**config.mk**
```make
export PLATFORM = sky130hd
export DESIGN_NAME = lidar_frame_parser
export DESIGN_NICKNAME = d
export VERILOG_FILES = /design/src/sv/lfp_pkg.sv /design/src/sv/lfp_parser.sv /design/src/sv/lfp_out_fifo.sv /design/src/sv/lidar_frame_parser.sv
export SDC_FILE = /design/constraint.sdc
export NUM_CORES = 1
export LEC_CHECK = 0
export ABC_AREA = 1
export BUFFER_PORTS_ARGS = -buffer_cell sky130_fd_sc_hd__buf_2
export CAP_MARGIN = 30
export CORE_MARGIN = 1
export CORE_UTILIZATION = 45
export CTS_CLUSTER_DIAMETER = 60
export CTS_CLUSTER_SIZE = 25
export DETAILED_ROUTE_END_ITERATION = 16
export GPL_TIMING_DRIVEN = 0
export SYNTH_ARGS = -nofsm -noshare
export SYNTH_HDL_FRONTEND = slang
export SYNTH_SLANG_ARGS = --single-unit
```
**constraint.sdc**
```tcl
create_clock -name clk -period 3.93 [get_ports clk]
set_input_delay 0.786 -clock clk [delete_from_list [all_inputs] [get_ports clk]]
set_output_delay 0.786 -clock clk [all_outputs]
set_load 0.01 [all_outputs]
```
**src/sv/lfp_pkg.sv**
```systemverilog
package lfp_pkg;

	localparam logic [7:0]  HDR_BYTE          = 8'h59;
	localparam logic [15:0] NO_FRAME_STRENGTH = 16'd65534;
	localparam logic [13:0] TEMP_OFFSET       = 14'd256;
	localparam logic [2:0]  PAYLOAD_LEN       = 3'd6;

	typedef enum logic [1:0] {
		PH_HUNT    = 2'd0,
		PH_ONE     = 2'd1,
		PH_COLLECT = 2'd2
	} phase_t;

	typedef enum logic [0:0] {
		OP_DATA       = 1'b0,
		OP_WINDOW_END = 1'b1
	} opcode_t;

	typedef enum logic [1:0] {
		ST_GOOD      = 2'd0,
		ST_BAD_SUM   = 2'd1,
		ST_ZERO_DIST = 2'd2,
		ST_NO_FRAME  = 2'd3
	} status_t;

	typedef struct packed {
		logic [19:0]        distance_mm;
		logic [15:0]        strength;
		logic signed [13:0] temperature;
		status_t            status;
	} result_t;

endpackage

```
**src/sv/lfp_parser.sv**
```systemverilog
module lfp_parser (
	input  logic               clk,
	input  logic               arst_n,
	input  logic               advance,
	input  logic [0:0]         opcode,
	input  logic [7:0]         rx_byte,
	output logic               res_valid,
	output lfp_pkg::result_t   res
);
	import lfp_pkg::*;

	phase_t     phase_q, phase_d;
	logic [2:0] count_q, count_d;
	logic [7:0] sum_q, sum_d;
	logic       taken_q, taken_d;
	logic [7:0] payload_q [PAYLOAD_LEN];

	logic [15:0] dist_raw, str_raw, temp_raw;

	assign dist_raw = {payload_q[1], payload_q[0]};
	assign str_raw  = {payload_q[3], payload_q[2]};
	assign temp_raw = {payload_q[5], payload_q[4]};

	always_ff @(posedge clk or negedge arst_n) begin
		if (!arst_n) begin
			phase_q <= PH_HUNT;
			count_q <= 3'd0;
			sum_q   <= 8'd0;
			taken_q <= 1'b0;
		end else if (advance) begin
			phase_q <= phase_d;
			count_q <= count_d;
			sum_q   <= sum_d;
			taken_q <= taken_d;
		end
	end

	always_ff @(posedge clk) begin
		if (advance && opcode == OP_DATA && !taken_q && phase_q == PH_COLLECT
				&& count_q < PAYLOAD_LEN) begin
			payload_q[count_q] <= rx_byte;
		end
	end

	always_comb begin
		phase_d   = phase_q;
		count_d   = count_q;
		sum_d     = sum_q;
		taken_d   = taken_q;
		res_valid = 1'b0;
		res       = '0;
		if (opcode == OP_WINDOW_END) begin
			if (!taken_q) begin
				res_valid       = 1'b1;
				res.distance_mm = 20'd0;
				res.strength    = NO_FRAME_STRENGTH;
				res.temperature = 14'sd0;
				res.status      = ST_NO_FRAME;
			end
			phase_d = PH_HUNT;
			count_d = 3'd0;
			sum_d   = 8'd0;
			taken_d = 1'b0;
		end else if (!taken_q) begin
			unique case (phase_q)
				PH_HUNT: begin
					if (rx_byte == HDR_BYTE) begin
						phase_d = PH_ONE;
						sum_d   = HDR_BYTE;
					end
				end
				PH_ONE: begin
					if (rx_byte == HDR_BYTE) begin
						phase_d = PH_COLLECT;
						count_d = 3'd0;
						sum_d   = sum_q + HDR_BYTE;
					end else begin
						phase_d = PH_HUNT;
						count_d = 3'd0;
						sum_d   = 8'd0;
					end
				end
				PH_COLLECT: begin
					if (count_q < PAYLOAD_LEN) begin
						sum_d   = sum_q + rx_byte;
						count_d = count_q + 3'd1;
					end else begin
						// checksum byte closes the frame
						res_valid       = 1'b1;
						res.distance_mm = ({4'd0, dist_raw} << 3) + ({4'd0, dist_raw} << 1);
						res.strength    = str_raw;
						res.temperature = $signed({1'b0, temp_raw[15:3]} - TEMP_OFFSET);
						if (sum_q != rx_byte)
							res.status = ST_BAD_SUM;
						else if (dist_raw == 16'd0)
							res.status = ST_ZERO_DIST;
						else
							res.status = ST_GOOD;
						phase_d = PH_HUNT;
						count_d = 3'd0;
						sum_d   = 8'd0;
						taken_d = 1'b1;
					end
				end
				default: begin
					phase_d = PH_HUNT;
					count_d = 3'd0;
					sum_d   = 8'd0;
				end
			endcase
		end
	end

endmodule

```
**src/sv/lfp_out_fifo.sv**
```systemverilog
module lfp_out_fifo (
	input  logic             clk,
	input  logic             arst_n,
	input  logic             push,
	input  lfp_pkg::result_t push_data,
	input  logic             pop,
	output logic             empty,
	output logic             full,
	output logic [1:0]       fill,
	output lfp_pkg::result_t head
);
	import lfp_pkg::*;

	result_t    entry_q [2];
	logic       wr_ptr_q, rd_ptr_q;
	logic [1:0] fill_q;

	assign empty = (fill_q == 2'd0);
	assign full  = (fill_q == 2'd2);
	assign fill  = fill_q;
	assign head  = entry_q[rd_ptr_q];

	always_ff @(posedge clk or negedge arst_n) begin
		if (!arst_n) begin
			wr_ptr_q <= 1'b0;
			rd_ptr_q <= 1'b0;
			fill_q   <= 2'd0;
		end else begin
			if (push)
				wr_ptr_q <= ~wr_ptr_q;
			if (pop)
				rd_ptr_q <= ~rd_ptr_q;
			unique case ({push, pop})
				2'b10:   fill_q <= fill_q + 2'd1;
				2'b01:   fill_q <= fill_q - 2'd1;
				default: fill_q <= fill_q;
			endcase
		end
	end

	always_ff @(posedge clk) begin
		if (push)
			entry_q[wr_ptr_q] <= push_data;
	end

endmodule

```
**src/sv/lidar_frame_parser.sv**
```systemverilog
// rangefinder frame parser
// input channel: item_valid / item_stall with opcode and rx_byte. opcode 0 carries one
// received serial byte, opcode 1 marks the end of a capture window.
// result channel: result_valid / result_stall with distance_mm, strength, temperature
// and status. the first frame (header 59 59, six payload bytes, checksum) in a window
// gives one result on its checksum byte; a window end with no frame gives a no-frame
// result; all other items give none.
// an item is accepted into an input register, parsed by the sync state machine once the
// output queue is not full, and its result written to that two-entry queue, from which
// it shows on the result port. throughput is one item per cycle while item_stall is low.
// when the receiver stalls, the queue absorbs up to two results; once it is full and the
// input register holds an item, item_stall rises until a result is taken.
// reset (arst_n low) empties the queue and input register and sets the parser to hunt
// for a header with no frame taken in the current window.
module lidar_frame_parser (
	input  logic        clk,
	input  logic        arst_n,
	input  logic        item_valid,
	output logic        item_stall,
	input  logic [0:0]  opcode,
	input  logic [7:0]  rx_byte,
	output logic        result_valid,
	input  logic        result_stall,
	output logic [19:0]        distance_mm,
	output logic [15:0]        strength,
	output logic signed [13:0] temperature,
	output logic [1:0]         status
);
	import lfp_pkg::*;

	logic       valid_s1;
	logic [0:0] opcode_s1;
	logic [7:0] rx_byte_s1;
	logic       advance;
	logic       accept;
	logic       res_valid;
	result_t    res;
	logic       q_empty, q_full, q_pop;
	logic [1:0] q_fill;
	result_t    q_head;

	assign advance    = valid_s1 && !q_full;
	assign item_stall = valid_s1 && q_full;
	assign accept     = item_valid && !item_stall;

	always_ff @(posedge clk or negedge arst_n) begin
		if (!arst_n) begin
			valid_s1 <= 1'b0;
		end else if (accept) begin
			valid_s1 <= 1'b1;
		end else if (advance) begin
			valid_s1 <= 1'b0;
		end
	end

	always_ff @(posedge clk) begin
		if (accept) begin
			opcode_s1  <= opcode;
			rx_byte_s1 <= rx_byte;
		end
	end

	lfp_parser u_parser (
		.clk       (clk),
		.arst_n    (arst_n),
		.advance   (advance),
		.opcode    (opcode_s1),
		.rx_byte   (rx_byte_s1),
		.res_valid (res_valid),
		.res       (res)
	);

	assign q_pop = result_valid && !result_stall;

	lfp_out_fifo u_out_fifo (
		.clk       (clk),
		.arst_n    (arst_n),
		.push      (advance && res_valid),
		.push_data (res),
		.pop       (q_pop),
		.empty     (q_empty),
		.full      (q_full),
		.fill      (q_fill),
		.head      (q_head)
	);

	assign result_valid = !q_empty;
	assign distance_mm  = q_head.distance_mm;
	assign strength     = q_head.strength;
	assign temperature  = q_head.temperature;
	assign status       = q_head.status;

	// queue never overfills
	a_fill_bound: assert property (@(posedge clk) disable iff (!arst_n)
		q_fill != 2'd3)
		else $error("output queue fill out of range");

	// stall only while an item sits in the input register
	a_stall_holds_item: assert property (@(posedge clk) disable iff (!arst_n)
		item_stall |-> valid_s1)
		else $error("stall without a held item");

	// a result pushed into an empty queue with no pop appears next cycle
	a_result_latency: assert property (@(posedge clk) disable iff (!arst_n)
		(advance && res_valid && q_empty) |=> result_valid)
		else $error("result missing one cycle after parse");

	// a stalled result stays put
	a_result_held: assert property (@(posedge clk) disable iff (!arst_n)
		(result_valid && result_stall) |=> (result_valid && $stable(q_head)))
		else $error("stalled result changed");

endmodule
```
==> impl_metrics.env, run 1 <==
export IMPL_initial_utilization_pct=46.73
export IMPL_synth_adder_area_share_pct=4.306
export IMPL_yosysSeqAreaShare_pct=62.97
export IMPL_diodes=0
export IMPL_path_clk_slew_ns=0.07
export IMPL_port_buffers=65
export IMPL_clock_skew_ns=0.007977
export IMPL_antenna_found_initial=0
export IMPL_drv_cap=0
export IMPL_r2r_setup_slack_ns=1.46
export IMPL_grt_pass1_wl_mm=26.65
export IMPL_rows=48
export IMPL_final_core_util_pct=54.11
export IMPL_synth_common_cells="nand2_1, edfxtp_1, inv_1"
export IMPL_critical_path_buf_inv_count=4
export IMPL_clock_root_buffer="clkbuf_16"
export IMPL_ant_nets=0
export IMPL_crit_family="buffers and inverters"
export IMPL_floorplan_die_height_um=136.9
export IMPL_coreArea_mm2=0.01754
export IMPL_grt_overflow=0
export IMPL_synthToLayoutAreaGrowth_pct=15.80
export IMPL_slew_headroom_pct=36.79
export IMPL_cts_max_path_buffers=2
export IMPL_cts_setup_buffers=0
export IMPL_cts_buffers=17
export IMPL_vdd_ir_drop_max_uv=434.1
export IMPL_drc=0
export IMPL_r2r_cells=5
export IMPL_syn_inst=805
export IMPL_worstPathCellList="clkbuf_1 -> clkinv_1 -> clkbuf_1 -> nand2_1 -> nand2_1 -> buf_2"
export IMPL_synth_seq_cells=175
export IMPL_final_cell_area_mm2=0.009489
export IMPL_grt_start_max_net_pins=27
export IMPL_drtIter0Drc=248
export IMPL_grt_total_usage_pct=19.21
export IMPL_end_kind="output pin"
export IMPL_cp_startpoint="u_out_fifo.rd_ptr_q$_DFFE_PN0P_"
export IMPL_netlist_area_mm2=0.008194
export IMPL_wl_mm=16.52
export IMPL_ctsResizeCount=0
export IMPL_cp_num_cells=6
export IMPL_postSynth_asyncResetShare_pct=10.86
export IMPL_cts_hold_buffers_added=0
export IMPL_fp_dieW_um=136.9
export IMPL_required_ns=3.14
export IMPL_synth_xor_area_share_pct=1.283
export IMPL_yosys_warnings=0
export IMPL_nNetsFinal=935
export IMPL_cts_htree_levels=4
export IMPL_synth_area_leader_cell="edfxtp_1"
export IMPL_die_area_mm2=0.01875
export IMPL_yosys_area_top_type_share_pct=57.17
export IMPL_cp_slowest_stage_delay_ns=0.41
export IMPL_clk_latency_ns=0.42
export IMPL_p_leak_nw=4.052
export IMPL_power_density_mw_per_mm2=618.5
export IMPL_timing_rr_start="u_parser.phase_q[1]$_DFFE_PN0P_"
export IMPL_io_pins=67
export IMPL_finalCritPeriodShare_pct=77.78
export IMPL_drv_slew=0
export IMPL_setup_viol=0
export IMPL_firstDrtPassIters=4
export IMPL_cts_sinks=175
export IMPL_routed_via_density=4.817
export IMPL_rsz0062_at_grt="no"
export IMPL_crit_type="register to output pin"
export IMPL_cts_tree="yes"
export IMPL_ys_types=40
export IMPL_setup_tns_ns=0
export IMPL_hold_slack_ns=0.3115
export IMPL_synthSimpleGateAreaFrac_pct=22.48
export IMPL_r2r_end="u_out_fifo.entry_q[0][33]$_DFFE_PP_"
export IMPL_synthMuxAreaShare_pct=0
export IMPL_hpwlAfterDp_mm=11.49
export IMPL_dp_cells=1101
export IMPL_synth_top_family_by_area="simple AND/OR/NAND/NOR gates"
export IMPL_critical_path_arrival_ns=2.27
export IMPL_synth_most_common_cell="nand2_1"
export IMPL_num_vias=5458
export IMPL_first_global_vias=5168
export IMPL_syn_nets=845
export IMPL_fmax_mhz=327.2
export IMPL_instances_no_fill=1133
export IMPL_synth_edf_count=156
export IMPL_dpl_cell_area_mm2=0.008876
export IMPL_slowest_stage="clkbuf_1"
export IMPL_synth_compound_area_share_pct=4.459
export IMPL_status="finished clean"
export IMPL_cp_start_kind="register"
export IMPL_cp_max_fo=10
export IMPL_drive_gt1_share_pct=13.99
export IMPL_syn_avg_cell_area_um2=10.18
export IMPL_endpoint="status[1]"
export IMPL_hold_class="input pin to async pin"
export IMPL_wl_per_cell_um=14.58
export IMPL_gp_congestion=0.8226
export IMPL_ys_flop_type="edfxtp_1"
export IMPL_fin_crit_ns=3.057
export IMPL_synth_area_leaders="edfxtp_1, nand2_1, dfrtp_1"
export IMPL_worstMarginPinSlew_ns=0.9459
export IMPL_hold_violations=0
==> sequential cells by signal, indices dropped and copies added (netlist names), 2 cells and up <==
register            cells
u_parser.phase_q        2
u_out_fifo.entry_q    102
u_parser.payload_q     45
u_out_fifo.fill         2
rx_byte_s1              8
u_parser.sum_q          8
u_parser.count_q        3
==> power by group <==
| part | internal [mW] | switching, mW | total, mW | leakage (nW) |
|---|---|---|---|---|
| logic | 0.553 | 1.08 | 1.63 | 2.13 |
| registers | 2.37 | 0.145 | 2.51 | 1.63 |
| clock network | 1.01 | 0.711 | 1.72 | 0.297 |
==> layer usage <==
layer,GRT usage [%],vias to the layer above,wire [um]
li1,-,2859,-
met2,31.12,99,7788
met3,3.852,13,615
met1,25.84,2487,7935
met5,0,-,0
met4,6.288,0,178
==> area by class of cell <==
class	count	area, um^2
plain buffers	19	105.1
clock buffers	17	425.4
clock inverters	15	187.7
fillers	1585	8048
inverters	68	260.3
multi-input cells	543	2684
flip-flops and latches	175	5160
well taps	225	281.5
repair buffers	71	385.4
==> worst min path at each step <==
stage,cells past startpoint,slack [ns],endpoint
2_1_floorplan,0,0.49,u_out_fifo.fill[0]$_DFFE_PN0P_
3_3_place_gp,2,0.52,u_out_fifo.entry_q[1][21]$_DFFE_PP_
3_5_place_dp,2,0.52,u_out_fifo.entry_q[0][26]$_DFFE_PP_
4_1_cts,1,0.30,u_parser.sum_q[5]$_DFFE_PN0P_
5_1_grt,1,0.32,u_parser.sum_q[5]$_DFFE_PN0P_
6_report,1,0.31,u_parser.sum_q[5]$_DFFE_PN0P_
==> through the flow <==
step	power, mW	setup slack [ns]
6_report	5.869	0.8733
3_5_place_dp	4.218	1.269
5_1_grt	6.248	0.6347
3_3_place_gp	4.190	-1.181
2_1_floorplan	3.556	0.4657
4_1_cts	5.939	0.7788
==> layout by cell type (no fill, tap or decap), drive strengths merged <==
cell type	synthesis	layout
o21bai	2	2
edfxtp	156	156
o211ai	1	1
clkinv	2	10
and2	1	1
xnor2	3	3
o21ai	17	17
nor4	6	6
bufinv	0	3
buf	6	77
nand2	319	319
a21oi	32	32
conb	1	1
clkinvlp	0	1
nor3	8	8
a21o	2	2
xor2	9	9
inv	66	69
nand3b	6	6
o21a	5	5
nand3	30	30
a22oi	2	2
nand4	8	8
dfrtp	19	19
clkbuf	13	30
fa	2	2
o31ai	2	2
nor2	60	60
ha	25	25
and3	1	1
or2	1	1
==> cell families after synthesis <==
logic type      after synthesis
fa+ha+maj                    27
buf+inv                      87
compound gates               63
other cells                   1
flops                       175
xor+xnor                     12
simple gates                440
Power figures use the tool's default switching activity.
==> inputs of run 2 (changes only) <==
--- a/config.mk
+++ b/config.mk
@@ -14,6 +14,7 @@
 export CTS_CLUSTER_SIZE = 25
 export DETAILED_ROUTE_END_ITERATION = 16
 export GPL_TIMING_DRIVEN = 0
+export PLACE_DENSITY = 0.65
 export SYNTH_ARGS = -nofsm -noshare
 export SYNTH_HDL_FRONTEND = slang
 export SYNTH_SLANG_ARGS = --single-unit
==> constraint.sdc (replaced) <==
create_clock -name clk -period 2.6 [get_ports clk]
set_input_delay 0.52 -clock clk [delete_from_list [all_inputs] [get_ports clk]]
set_output_delay 0.52 -clock clk [all_outputs]
set_load 0.01 [all_outputs]
==> run 2 against run 1 <==
Against the previous run:
- count of clock-buffer cells in the layout stayed put
- sequential share of layout area is 0.24 points higher
- clock power is 42% higher
- utilization is 0.22 points lower
- highest routed layer unchanged
==> impl_metrics.env, run 2 (synthesis results as in run 1) <==
export IMPL_status="finished clean"
export IMPL_hold_slack_ns=0.04233
export IMPL_diodes=0
export IMPL_grt_start_max_net_pins=33
export IMPL_finalCritPeriodShare_pct=92.30
export IMPL_grt_pass1_wl_mm=25.72
export IMPL_clock_skew_ns=0.01339
export IMPL_required_ns=2.08
export IMPL_routed_via_density=4.905
export IMPL_drc=0
export IMPL_gp_congestion=0.8510
export IMPL_cts_hold_buffers_added=0
export IMPL_cp_start_kind="register"
export IMPL_cts_buffers=17
export IMPL_first_global_vias=5191
export IMPL_drtIter0Drc=320
export IMPL_cts_max_path_buffers=2
export IMPL_largest_reg_flops=102
export IMPL_clock_root_buffer="clkbuf_16"
export IMPL_critical_path_arrival_ns=1.88
export IMPL_nNetsFinal=934
export IMPL_regMostFlops="u_out_fifo.entry_q"
export IMPL_floorplan_die_height_um=136.9
export IMPL_layout_commonest_cell="nand2_1"
export IMPL_cts_htree_levels=4
export IMPL_initial_utilization_pct=46.73
export IMPL_cp_max_fo=10
export IMPL_drv_cap=0
export IMPL_grt_overflow=0
export IMPL_fmax_mhz=416.7
export IMPL_p_leak_nw=4.026
export IMPL_reg_top3="u_out_fifo.entry_q (102), u_parser.payload_q (45)"
export IMPL_antenna_found_initial=0
export IMPL_power_density_mw_per_mm2=921.7
export IMPL_cts_setup_buffers=0
export IMPL_num_vias=5553
export IMPL_cts_tree="yes"
export IMPL_coreArea_mm2=0.01754
export IMPL_hold_class="input pin to async pin"
export IMPL_end_kind="output pin"
export IMPL_hpwlAfterDp_mm=11.46
export IMPL_dp_cells=1101
export IMPL_grt_total_usage_pct=18.39
export IMPL_final_core_util_pct=53.89
export IMPL_setup_viol=0
export IMPL_io_pins=67
export IMPL_wl_per_cell_um=14.34
export IMPL_drive_gt1_share_pct=14.33
export IMPL_finalPower_mw=8.711
export IMPL_port_buffers=65
export IMPL_fp_dieW_um=136.9
export IMPL_cts_sinks=175
export IMPL_slew_headroom_pct=49.06
export IMPL_hold_violations=0
export IMPL_firstDrtPassIters=5
export IMPL_worstMarginPinSlew_ns=0.7623
export IMPL_final_cell_mix="nand2_1, edfxtp_1, buf_2"
export IMPL_die_area_mm2=0.01875
export IMPL_rows=48
export IMPL_clk_latency_ns=0.43
export IMPL_rsz0062_at_grt="no"
export IMPL_ant_nets=0
export IMPL_synthToLayoutAreaGrowth_pct=15.33
export IMPL_fin_crit_ns=2.400
export IMPL_vdd_ir_drop_max_uv=499.6
export IMPL_path_clk_slew_ns=0.07
export IMPL_crit_type="register to output pin"
export IMPL_instances_no_fill=1132
export IMPL_drv_slew=0
export IMPL_wl_mm=16.23
==> run 2: cell count changes in the layout (fill, tap and decap cells not counted), sizes merged <==
cell	change
bufinv	-2
clkbuf	-1
clkinv	-7
clkinvlp	+3
inv	+6
==> run 2: critical path, cell delays in order (launching register included) <==
cell and delay (ns):
dfrtp_2 0.51, clkinv_2 0.15, clkbuf_1 0.40, nand2_1 0.10, nand2_1 0.13, buf_2 0.15
==> run 2: repair_timing <==
item	CTS	global route
gates cloned	0	0
setup endpoints to repair	51	23
gates resized for setup	1	1
pin swaps	0	0
==> run 2: cell type report <==
cell class	count	area [um^2]
Sequential cell	175	5161
Inverter	68	261.5
Tap cell	225	281.5
Fill cell	1560	8087
Clock buffer	17	425.4
Multi-Input combinational cell	543	2684
Timing Repair Buffer	71	385.4
Clock inverter	15	150.1
Buffer	18	101.3
==> run 2: through the flow <==
stage	cell area [um^2]	setup slack, ns	TNS [ns]
final	9450	0.2003	0
after floorplan	8199	-0.03891	-3.966
after detailed placement	8876	0.1166	0
after CTS	9449	0.03032	0
after global routing	9450	0.03517	0
after global placement	8806	-1.015	-103.14
==> run 2: power breakdown <==
part	switching [mW]	total [mW]	internal (mW)	leakage, nW
clock	1.10	2.45	1.35	0.271
combinational	1.60	2.43	0.833	2.13
sequential	0.248	3.83	3.58	1.63
total	2.95	8.71	5.76	4.03
==> run 2: final timing paths <==
check / startpoint / cells past startpoint / slack, ns / to
max: u_out_fifo.rd_ptr_q$_DFFE_PN0P_ / 5 / 0.20 / status[1]
min: arst_n / 1 / 0.04 / u_parser.sum_q[5]$_DFFE_PN0P_
max reg2reg: u_parser.phase_q[1]$_DFFE_PN0P_ / 5 / 0.22 / u_out_fifo.entry_q[0][35]$_DFFE_PP_
min reg2reg: u_parser.payload_q[3][1]$_DFFE_PP_ / 2 / 0.54 / u_out_fifo.entry_q[0][25]$_DFFE_PP_
max in group asynchronous: arst_n / 1 / 2.19 / u_out_fifo.rd_ptr_q$_DFFE_PN0P_
min in group clk: rx_byte[2] / 1 / 0.26 / rx_byte_s1[2]$_DFFE_PP_
==> run 2: per-layer routing <==
layer	global-route usage (%)	up-vias	wire (um)
li1	-	2862	-
met1	24.48	2566	7509
met2	29.97	103	7738
met3	3.111	22	657
met4	7.326	0	323
met5	0	-	0
